### src/hw/rtl/tcw_pkg.sv
// Package for the text console writer: field widths, character codes,
// action codes and the command/status bundles between control and datapath.
// No dependencies.
package tcw_pkg;

   localparam int COLUMNS_DEFAULT = 80;
   localparam int ROWS_DEFAULT    = 25;

   localparam int ACTION_W = 2;
   localparam int CHAR_W   = 8;
   localparam int ATTR_W   = 8;
   localparam int RROW_W   = 5;
   localparam int RCOL_W   = 7;
   localparam int CCOL_W   = 7;
   localparam int CROW_W   = 5;
   localparam int COFS_W   = 11;
   localparam int CELL_W   = CHAR_W + ATTR_W;

   localparam logic [CHAR_W-1:0] NL_CODE    = 8'd10;
   localparam logic [CHAR_W-1:0] TAB_CODE   = 8'd9;
   localparam logic [CHAR_W-1:0] BLANK_CHAR = 8'h20;
   localparam logic [ATTR_W-1:0] BLANK_ATTR = 8'h07;
   localparam logic [CELL_W-1:0] BLANK_CELL = {BLANK_ATTR, BLANK_CHAR};
   localparam int TAB_STOP = 8;

   typedef enum logic [ACTION_W-1:0] {
      ACT_PUT   = 2'd0,
      ACT_READ  = 2'd1,
      ACT_CLEAR = 2'd2
   } action_type;

   typedef struct packed {
      logic take;
      logic put;
      logic rd_issue;
      logic rd_capture;
      logic cell_zero;
      logic sweep_blank;
      logic sweep_scroll;
      logic scroll_home;
      logic clear_home;
      logic out_load;
   } cmd_type;

   typedef struct packed {
      logic [ACTION_W-1:0] act;
      logic                scroll_pend;
      logic                read_ok;
      logic                sweep_last;
      logic                out_free;
   } status_type;

endpackage

### src/hw/rtl/tcw_ctrl.sv
// Controller for the text console writer: sequences accept, execute,
// scroll/clear sweeps and the result transfer. Depends on tcw_pkg.
module tcw_ctrl import tcw_pkg::*; (
   input  logic       clock,
   input  logic       reset,
   input  logic       req_valid,
   output logic       req_ready,
   input  status_type status,
   output cmd_type    cmd
);

   typedef enum logic [5:0] {
      ST_INIT   = 6'b000001,
      ST_IDLE   = 6'b000010,
      ST_EXEC   = 6'b000100,
      ST_READ   = 6'b001000,
      ST_SCROLL = 6'b010000,
      ST_CLEAR  = 6'b100000
   } state_type;

   state_type state_ff, state_in;
   logic      pend_ff, pend_in;
   logic      ready;

   always_comb begin
      state_in = state_ff;
      pend_in  = pend_ff;
      cmd      = '0;
      ready    = 1'b0;
      cmd.out_load = pend_ff && status.out_free;
      if (cmd.out_load) begin
         pend_in = 1'b0;
      end
      case (state_ff)
         ST_INIT: begin
            cmd.sweep_blank = 1'b1;
            if (status.sweep_last) begin
               state_in = ST_IDLE;
            end
         end
         ST_IDLE: begin
            ready = !pend_ff || status.out_free;
            if (req_valid && ready) begin
               cmd.take = 1'b1;
               state_in = ST_EXEC;
            end
         end
         ST_EXEC: begin
            if (status.act == ACT_PUT) begin
               if (status.scroll_pend) begin
                  state_in = ST_SCROLL;
               end else begin
                  cmd.put       = 1'b1;
                  cmd.cell_zero = 1'b1;
                  pend_in       = 1'b1;
                  state_in      = ST_IDLE;
               end
            end else if (status.act == ACT_READ && status.read_ok) begin
               cmd.rd_issue = 1'b1;
               state_in     = ST_READ;
            end else if (status.act == ACT_CLEAR) begin
               state_in = ST_CLEAR;
            end else begin
               cmd.cell_zero = 1'b1;
               pend_in       = 1'b1;
               state_in      = ST_IDLE;
            end
         end
         ST_READ: begin
            cmd.rd_capture = 1'b1;
            pend_in        = 1'b1;
            state_in       = ST_IDLE;
         end
         ST_SCROLL: begin
            cmd.sweep_scroll = 1'b1;
            if (status.sweep_last) begin
               cmd.scroll_home = 1'b1;
               state_in        = ST_EXEC;
            end
         end
         ST_CLEAR: begin
            cmd.sweep_blank = 1'b1;
            if (status.sweep_last) begin
               cmd.clear_home = 1'b1;
               cmd.cell_zero  = 1'b1;
               pend_in        = 1'b1;
               state_in       = ST_IDLE;
            end
         end
         default: begin
            state_in = ST_INIT;
         end
      endcase
   end

   assign req_ready = ready;

   always_ff @(posedge clock) begin
      if (reset) begin
         state_ff <= ST_INIT;
         pend_ff  <= 1'b0;
      end else begin
         state_ff <= state_in;
         pend_ff  <= pend_in;
      end
   end

endmodule

### config.mk
export PLATFORM = sky130hd
export DESIGN_NAME = tcw_ctrl
export DESIGN_NICKNAME = d
export VERILOG_FILES = /design/src/hw/rtl/tcw_pkg.sv /design/src/hw/rtl/tcw_ctrl.sv
export SDC_FILE = /design/constraint.sdc
export NUM_CORES = 1
export LEC_CHECK = 0
export CAP_MARGIN = 20
export CELL_PAD_IN_SITES_DETAIL_PLACEMENT = 0
export CELL_PAD_IN_SITES_GLOBAL_PLACEMENT = 1
export CORE_MARGIN = 5
export CORE_UTILIZATION = 35
export DETAILED_ROUTE_END_ITERATION = 6
export DONT_BUFFER_PORTS = 1
export PLACE_DENSITY = 0.65
export SETUP_SLACK_MARGIN = 0.1
export SLEW_MARGIN = 20
export SYNTH_ARGS = -nofsm -noshare
export SYNTH_HDL_FRONTEND = slang
export SYNTH_SLANG_ARGS = --single-unit
### constraint.sdc
create_clock -name clock -period 4.15 [get_ports clock]
set_clock_uncertainty 0.2 [all_clocks]
set_input_delay 0.6225 -clock clock [delete_from_list [all_inputs] [get_ports clock]]
set_output_delay 0.6225 -clock clock [all_outputs]
set_load 0.01 [all_outputs]
* Word-level counts from Yosys, hierarchy flattened
Cells that the tools add are included.
Cells by class: equality and inequality tests 11, mux-type cells 32, reduce and logical (&&, ||, !) cells 8
Operator list (count):
- 6-bit 2-to-1 mux | 6
- 6-bit case mux with 5 select lines | 1
- 1-bit 2-to-1 mux | 20
- 6-bit by 1-bit equality test with 1-bit output (second input constant) | 1
- 6-bit by 2-bit equality test with 1-bit output (second input constant) | 1
- 6-bit by 3-bit equality test with 1-bit output (second input constant) | 1
- 6-bit by 4-bit equality test with 1-bit output (second input constant) | 1
- 6-bit by 5-bit equality test with 1-bit output (second input constant) | 1
- 6-bit equality test (second input constant) | 1
- 5-bit 2-to-1 mux | 1
- 2-bit 2-to-1 mux | 2
- 2-bit != test (second input constant) | 2
- 1-bit logical AND | 3
- 1-bit case mux with 3 select lines | 1
- 3-bit AND reduction | 1
- 2-bit by 1-bit equality test with 1-bit output (second input constant) | 1
- 2-bit equality test (second input constant) | 1
- 2-bit zero test | 1
- 2-bit by 1-bit != test with 1-bit output (second input constant) | 1
- 1-bit case mux with 2 select lines | 1
- 2-bit OR reduction | 1
- 1-bit zero test | 1
- 1-bit logical OR | 1
Word-level totals: flip-flop bits (word level) 7, bits of input ports 9, output and inout port bits 11, logic and storage cells 53

* Logic depth before layout (Yosys ltp)
Gate-level depths: netlist of the first run.
depth after elaboration 6, mapped depth 5, depth with buffers taken out 4

* Worst setup path before layout of the first run
OpenSTA, ideal clock, no wires.
path type flip-flop to output port, from reg state_ff[5], to out cmd[8] (netlist name), arrival time 1.618 ns, data required time 3.327 ns, path slack 1.710 ns, stages on the path, launching flop included 4, buffers on the path 0, cells stage by stage dfxtp_1 or4_4 or3b_4 nor4_1
RTL lines:
- start: declaration | line tcw_ctrl.sv:21 | state_type state_ff, state_in;
- start signal: assignment | line tcw_ctrl.sv:103 | state_ff <= state_in;
- end: declaration | line tcw_ctrl.sv:9 | output cmd_type cmd

==> results of run 1 <==
==> synthesized netlist by cell type (all sizes together) <==
cell type	instances	area [µm²]
a41oi	1	8.76
nor4	2	12.5
o221a	1	11.3
nor2b	1	6.26
nand2b	1	6.26
and2	3	18.8
a21oi	1	5.00
nor3	4	25.0
a211oi	2	15.0
dfxtp	7	140
inv	5	18.8
a221o	1	10.0
o21ba	1	10.0
nand2	4	15.0
nand4b	1	8.76
o21ai	1	5.00
or4	2	18.8
clkbuf	1	3.75
or3	1	6.26
xnor2	1	8.76
nor2	7	26.3
and4b	2	21.3
a32oi	1	8.76
or3b	1	11.3
nor3b	3	32.5
a32o	1	10.0
==> per-stage QoR <==
step | setup WS [ns] | cells | total power [mW]
CTS | 1.34 | 74 | 0.198
global placement | 1.65 | 70 | 0.132
floorplan | 1.71 | 56 | 0.121
detailed placement | 1.63 | 70 | 0.131
global route | 1.26 | 74 | 0.208
finish | 1.37 | 74 | 0.194
==> cells by family (layout without fill, tap and decap cells) <==
kind of cell / after synthesis / count (layout) / share of synthesized area
buffers and inverters: 6 / 9 / 0.0485
AO/OA/AOI/OAI: 10 / 10 / 0.181
XOR/XNOR: 1 / 1 / 0.0189
AND/OR/NAND/NOR: 32 / 32 / 0.450
flip-flops: 7 / 7 / 0.302
==> area by class of cell <==
cell class,instances,share of cell area
well taps,15,0.0371
multi-input cells,43,0.597
clock buffers,4,0.0520
inverters,5,0.0371
flip-flops and latches,7,0.277
==> worst paths after layout <==
path | start | to | slack, ns | cells past startpoint
max | state_ff[5]$_SDFFE_PP0P_ | cmd[8] | 1.37 | 3
min | reset | state_ff[3]$_SDFFE_PP0P_ | 0.23 | 1
max reg2reg | state_ff[5]$_SDFFE_PP0P_ | state_ff[0]$_SDFFE_PP1P_ | 2.07 | 4
min reg2reg | state_ff[4]$_SDFFE_PP0P_ | state_ff[4]$_SDFFE_PP0P_ | 0.37 | 1
==> layer usage <==
metal  share of wire  vias to the layer above  global-route usage
li1                -                      213                   -
met1            0.39                      199               0.143
met2            0.49                       15               0.198
met3            0.10                        3              0.0625
met4           0.020                        0              0.0852
met5               0                        -                   0
==> worst max-delay path, delay by kind of cell (launching register included) <==
kind	cells	cell delay [ns]
simple gates	3	1.35
flops	1	0.35
==> power by group <==
part	leakage [nW]	switching, mW	internal [mW]
Sequential	0.0569	0.00793	0.0728
Clock	0.0150	0.0279	0.0369
Combinational	0.122	0.0278	0.0213
Total	0.194	0.0636	0.131
==> state kept, by name, summed over array words and instances, names as in the netlist <==
register	cells
state_ff	6
pend_ff	1
==> metrics.txt, run 1 <==
element type at the critical path start=register; Hold WC Path Type=in -> reg; synthesized area=464 µm²; final setup fails=0; vias in the first global route=418; FILL cells=142; Layout area overhead=8.89%; Synth cell types=30; Multi-input gate area=302 µm²; Seq/Total Area, Yosys=0.302; Clock Latency Late Sink=0.26 ns; register bit total from synthesis=7; H-tree levels=1; DR pass1 iterations=3; post-route cell area=505 µm²; grt ovf=0; leakage=0.194 nW; Die Span Y=46.4 µm; Diodes inserted=0; Die X=46.4 µm; Clock Path Buffers=2; drt total wl=1.18 mm; crit path time final=2.78 ns; worst hold margin=0.226 ns; Final GP Congestion=0.793; post-CTS setup buffer count=0; post-route clock period utilization=0.671; sequential cell area=140 µm²; first-pass GRT wire length=1.89 mm; WS Path Type=reg -> out; root buf cell=clkbuf_4; largest fanout on the critical path=6; Final Net Count=69; Synth Area per Inst=8.29 µm²; Core Util, Final=0.393; final count of hold timing violations=0; per-cell routed wire length=16.0 µm; Ys Warns=0; vias per cell=5.81; Critical-path top delay cell=or4_4; Peak VDD IR=0.161 mV; RSZ-0062 raised after global routing=false; TritonCTS clock tree=built; Mapped Cells=56; Cell Chain, Critical Path=or4_4 -> or3b_4 -> nor4_1; num rows=13; f_max=359 MHz; ratio of cells with drive above 1 in the final layout=0.186; antenna-violating nets left=0; floorplan core area=1280 µm²; IO buf count=0; Worst Path Arrival=1.96 ns; I/O pins=20; Residual DRC=0; setup TNS=0 ns; Die Area=2150 µm²; cts hold-fix bufs=0; Rel. slew slack=0.662; CP required=3.33 ns; DRT iter0 DRCs=5; CTS buffer count=3; Placed Area=479 µm²; Max-Cap Viols=0; Power Density=385 nW/µm²; crit-path max cell delay=0.55 ns; Post-CTS Resized=0; worst slew pin tran=0.502 ns; Clock Pin Slew Worst Setup and Hold Paths=0.05 ns; initial antenna violation count=0; Slew Limit Fails=0; GR Util All Layers=0.131; Initial Util=0.361; Worst Setup End Kind=output port; via count=430; pin count of the biggest net entering global routing=8; clock sink count=7; commonest cells after routing, fill and taps aside=nor2_1 (7), dfxtp_1 (7), inv_1 (5), nand2_1 (4); status=finished, final reports clean; post-synthesis net count=65
No activity file was read; power rests on OpenSTA's default activity.
==> run 2: changes to the inputs <==
- PLACE_DENSITY: 0.65 -> 0.68
- clock period: 4.15 -> 2.3 ns (I/O delays scaled with it)
==> run 2 against run 1 <==
Against the previous run:
- the run now ends with negative setup slack left
- sequential power rose by 72%
- power grew 100%
- combinational power rose to 2.8 times the previous value
- critical endpoint unchanged
- non-clock buffer count is 10 higher
- critical path depth grew 1
- worst hold slack worse by 0.16 ns
- worst setup slack got worse by 1.4 ns
- cell count grew 14%
- highest routed layer unchanged
==> metrics.txt, run 2 (same netlist as run 1, synthesis figures left out) <==
status=complete, but fails checks; failing checks=negative setup slack; Final Net Count=79; Initial Util=0.361; DR pass1 iterations=4; ratio of cells with drive above 1 in the final layout=0.449; commonest cells after routing, fill and taps aside=buf_4 (8), nor2_1 (6), inv_1 (4), dfxtp_1 (4); clock sink count=7; H-tree levels=1; Max-Cap Viols=0; Die Span Y=46.4 µm; IO buf count=0; RSZ-0062 raised after global routing=true; routed wl met3=98 µm; num rows=13; post-route clock period utilization=1.03; DRT iter0 DRCs=14; Layout area overhead=42.0%; Power Density=600 nW/µm²; Cell Chain, Critical Path=or4_4 -> or3b_4 -> nor4_4 -> buf_4; crit-path max cell delay=0.53 ns; reg-to-reg endpoint=state_ff[0]$_SDFFE_PP1P_; floorplan core area=1280 µm²; worst slew pin tran=0.315 ns; crit path time final=2.37 ns; TritonCTS clock tree=built; reg2reg setup slack=0.24 ns; Peak VDD IR=0.296 mV; CTS buffer count=3; CP required=1.75 ns; worst hold start=status[1]; Die X=46.4 µm; largest registers=state_ff: 6 flops, pend_ff: 1 flops; leakage=0.256 nW; Critical-path top delay cell=or4_4; sequential cell area=149 µm²; Clock Path Buffers=2; Clock Pin Slew Worst Setup and Hold Paths=0.06 ns; element type at the critical path start=register; GR Util All Layers=0.161; Largest register FFs=6; Slew Limit Fails=0; worst hold margin=0.0614 ns; Hold WC Path Type=in -> reg; Worst Hold End=state_ff[2]$_SDFFE_PP0P_; pin count of the biggest net entering global routing=7; final count of hold timing violations=0; final worst slack=-0.0655 ns; via count=502; Die Area=2150 µm²; worst r2r path cells=6; vias per cell=5.98; per-cell routed wire length=16.0 µm; Rel. slew slack=0.788; I/O pins=20; met2 WL=691 µm; met1 WL=506 µm; Diodes inserted=0; Worst Setup End Kind=output port; Clock Latency Late Sink=0.26 ns; first-pass GRT wire length=2.28 mm; WHS Path Cells=1; antenna-violating nets left=0; Worst Path Arrival=1.82 ns; Worst R2R Start=state_ff[4]$_SDFFE_PP0P_; Multi-input gate area=363 µm²; Final GP Congestion=0.806; final setup fails=2; WS Path Type=reg -> out; largest fanout on the critical path=3; Residual DRC=0; drt total wl=1.34 mm; Top reg by flops=state_ff; commonest non-fill, non-tap cell in the layout=buf_4; Top Metal Used=met4; FILL cells=120; Design Power=0.396 mW; f_max=423 MHz; grt ovf=0; root buf cell=clkbuf_4; vias in the first global route=538; initial antenna violation count=0; half-perimeter wire length after placement=975 µm
[run 2: layout make-up]
type | instances | share of cell area
well taps | 15 | 0.0285
clock buffers | 4 | 0.0398
inverters | 5 | 0.0323
flip-flops and latches | 7 | 0.226
multi-input cells | 43 | 0.550
repair buffers | 10 | 0.123
[run 2: worst max path at each step]
stage                     cells after the start  slack [ns]                startpoint     end
final                                         4       -0.07  state_ff[4]$_SDFFE_PP0P_  cmd[8]
after global routing                          4       -0.14  state_ff[4]$_SDFFE_PP0P_  cmd[8]
after CTS                                     4       -0.09  state_ff[4]$_SDFFE_PP0P_  cmd[8]
after detailed placement                      4        0.11  state_ff[5]$_SDFFE_PP0P_  cmd[8]
after global placement                        4        0.16  state_ff[4]$_SDFFE_PP0P_  cmd[8]
after floorplan                               3        0.14  state_ff[5]$_SDFFE_PP0P_  cmd[8]
[run 2: critical path, delay by kind of cell (launching register included)]
kind | cells | cell delay (ns)
buffers and inverters | 1 | 0.15
DFF | 1 | 0.32
and+or+nand+nor | 3 | 1.09
[run 2: timing repair]
action / CTS / global route
pin swaps: 3 / 2
endpoints found under the hold margin: 5 / 0
setup buffers: 4 / 0
hold buffers: 1 / 0
gates resized for setup: 12 / 8
endpoints found under the setup margin: 4 / 6
[run 2: metal layers]
| metal | GRT usage | up-vias |
|---|---|---|
| met2 | 0.266 | 22 |
| met4 | 0.136 | 0 |
| met1 | 0.155 | 235 |
| li1 | - | 238 |
| met5 | 0 | - |
| met3 | 0.0586 | 7 |
[run 2: per-stage QoR]
stage / util / instances / cell area [µm²] / setup TNS (ns) / setup slack [ns]
detailed placement: 0.402 / 75 / 517 / 0 / 0.111
finish: 0.513 / 84 / 659 / -0.0835 / -0.0655
CTS: 0.487 / 84 / 626 / -0.110 / -0.0852
floorplan: - / 56 / 464 / 0 / 0.137
global route: 0.513 / 84 / 659 / -0.217 / -0.138
global placement: 0.402 / 75 / 517 / 0 / 0.158
[run 2: power by group]
| group | switching (mW) | internal (mW) | leakage, nW |
|---|---|---|---|
| Sequential | 0.00994 | 0.129 | 0.0591 |
| Clock | 0.0527 | 0.0667 | 0.0150 |
| Combinational | 0.0717 | 0.0658 | 0.182 |
| Total | 0.134 | 0.261 | 0.256 |
==> run 3: changes to the inputs <==
- ABC_AREA: unset -> 1
- CORE_MARGIN: 5 -> 2
- CORE_UTILIZATION: 35 -> 33
- PLACE_DENSITY: 0.68 -> 0.69
==> run 3 against run 2 <==
Against the previous run:
- the run now ends clean
- sequential power up 20%
- register-to-register slack gained 0.55 ns
- synthesized area up 6.2%
- routed wire length shrank 17%
- die area fell by 16%
- first-iteration DRC count down 14%
- via count fell by 3.4%
- design area fell by 17%
- synthesized cell count rose by 50%
- critical path type unchanged
- non-clock buffer count decreased by 9
- utilization is 11 points lower
- power up 22%
==> metrics.txt, run 3 <==
status=finished, final reports clean; synthesized area=493 µm²; Die X=42.7 µm; post-synthesis net count=93; GR Util All Layers=0.145; DRT iter0 DRCs=12; largest fanout on the critical path=5; Post-synth top flop=dfxtp_1; Power Density=883 nW/µm²; most frequent cell after synthesis=nor2_1; Clock Pin Slew Worst Setup and Hold Paths=0.05 ns; grt ovf=0; leakage=0.312 nW; Seq/Total Area, Yosys=0.284; post-route cell area=548 µm²; Worst Setup End Kind=output port; DR pass1 iterations=4; Mapped Cells=84; ranking of synthesized cells by area=dfxtp_1 (28%), nor2_1 (15%), inv_1 (14%); commonest cells after routing, fill and taps aside=nor2_1 (20), inv_1 (18), nand2_1 (15), dfxtp_1 (7), nand3_1 (6); Peak VDD IR=0.368 mV; area leader, netlist=dfxtp_1; H-tree levels=1; Worst Path Arrival=1.33 ns; final count of hold timing violations=0; initial antenna violation count=0; Slew Limit Fails=0; Largest register FFs=6; Die Area=1820 µm²; worst slew pin tran=0.351 ns; Top reg by flops=state_ff; Synth top cells by count=nor2_1 (20), inv_1 (18), nand2_1 (15); via count=485; pin count of the biggest net entering global routing=6; first-pass GRT wire length=1.97 mm; Synth async-reset ratio=0; Rel. slew slack=0.764; floorplan core area=1350 µm²; sequential cell area=140 µm²; post-route clock period utilization=0.815; Synth Area per Inst=5.87 µm²; CTS buffer count=3; Final GP Congestion=0.800; Ys Warns=0; ratio of cells with drive above 1 in the final layout=0.124; CP required=1.75 ns; WHS Path Cells=2; vias per cell=4.66; Layout area overhead=11.2%; root buf cell=clkbuf_4; Core Util, Final=0.406; worst r2r path cells=9; WS Path Type=reg -> out; drt total wl=1.11 mm; num rows=13; element type at the critical path start=register; Multi-input gate area=285 µm²; Hold WC Path Type=in -> reg; reg2reg setup slack=0.79 ns; RSZ-0062 raised after global routing=false; Diodes inserted=0; per-cell routed wire length=10.7 µm; post-CTS setup buffer count=0; final setup fails=0; EDFF count, synth=0; half-perimeter wire length after placement=955 µm; crit path time final=1.87 ns; Final Net Count=99; Residual DRC=0; commonest non-fill, non-tap cell in the layout=nor2_1; TritonCTS clock tree=built; Yosys top cell area share=0.284; clock sink count=7; worst hold margin=0.0664 ns; FILL cells=158; largest registers=state_ff: 6 flops, pend_ff: 1 flops; IO buf count=0; Initial Util=0.365; Die Span Y=42.7 µm; f_max=534 MHz; I/O pins=20; Clock Latency Late Sink=0.26 ns; antenna-violating nets left=0; Synth cell types=13; Clock Path Buffers=2; setup TNS=0 ns; register bit total from synthesis=7; Placed Area=512 µm²; Max-Cap Viols=0; vias in the first global route=451
run 3: kinds of logic after synthesis:
| logic type | after synthesis | synth area share |
|---|---|---|
| buffers and inverters | 18 | 0.137 |
| AO/OA/AOI/OAI | 4 | 0.0635 |
| AND/OR/NAND/NOR | 55 | 0.515 |
| flip-flops | 7 | 0.284 |
run 3: power by group:
part	leakage [nW]	internal (mW)	switching (mW)
logic	0.240	0.0697	0.135
clock network	0.0150	0.0662	0.0457
registers	0.0571	0.143	0.0239
run 3: per-stage QoR:
step / std cells / power (mW) / setup WS, ns
5_1_grt: 104 / 0.527 / 0.281
3_5_place_dp: 99 / 0.375 / 0.695
6_report: 104 / 0.484 / 0.426
3_3_place_gp: 99 / 0.380 / 0.718
4_1_cts: 104 / 0.491 / 0.407
2_1_floorplan: 84 / 0.337 / 0.824
run 3: area by class of cell:
type	count	area share
repair buffers	1	0.0183
clock buffers	4	0.0479
inverters	18	0.123
multi-input cells	59	0.521
flip-flops and latches	7	0.256
well taps	15	0.0342
run 3: worst max-delay path, cell delays in order, from the launching register on:
cell     delay, ns
dfxtp_1       0.35
nor2_4        0.16
nand4_1       0.21
nor3_1        0.34
run 3: what timing repair did:
item / CTS / global route
hold endpoints to repair: 3 / 0
gates resized for setup: 0 / 0
setup endpoints to repair: 0 / 0
hold buffers: 1 / 0
run 3: layer usage:
| layer | global-route usage | up-vias | wire [µm] |
|---|---|---|---|
| met3 | 0.0723 | 4 | 79 |
| met2 | 0.227 | 16 | 524 |
| met1 | 0.176 | 199 | 487 |
| met4 | 0.0375 | 0 | 21 |
| met5 | 0 | - | 0 |
| li1 | - | 266 | - |
run 3: final timing paths:
check / startpoint / to
worst max-delay path: state_ff[0]$_SDFFE_PP1P_ / cmd[8]
worst min-delay path: reset / state_ff[0]$_SDFFE_PP1P_
worst max register to register: state_ff[5]$_SDFFE_PP0P_ / state_ff[5]$_SDFFE_PP0P_
worst min register to register: state_ff[0]$_SDFFE_PP1P_ / state_ff[0]$_SDFFE_PP1P_
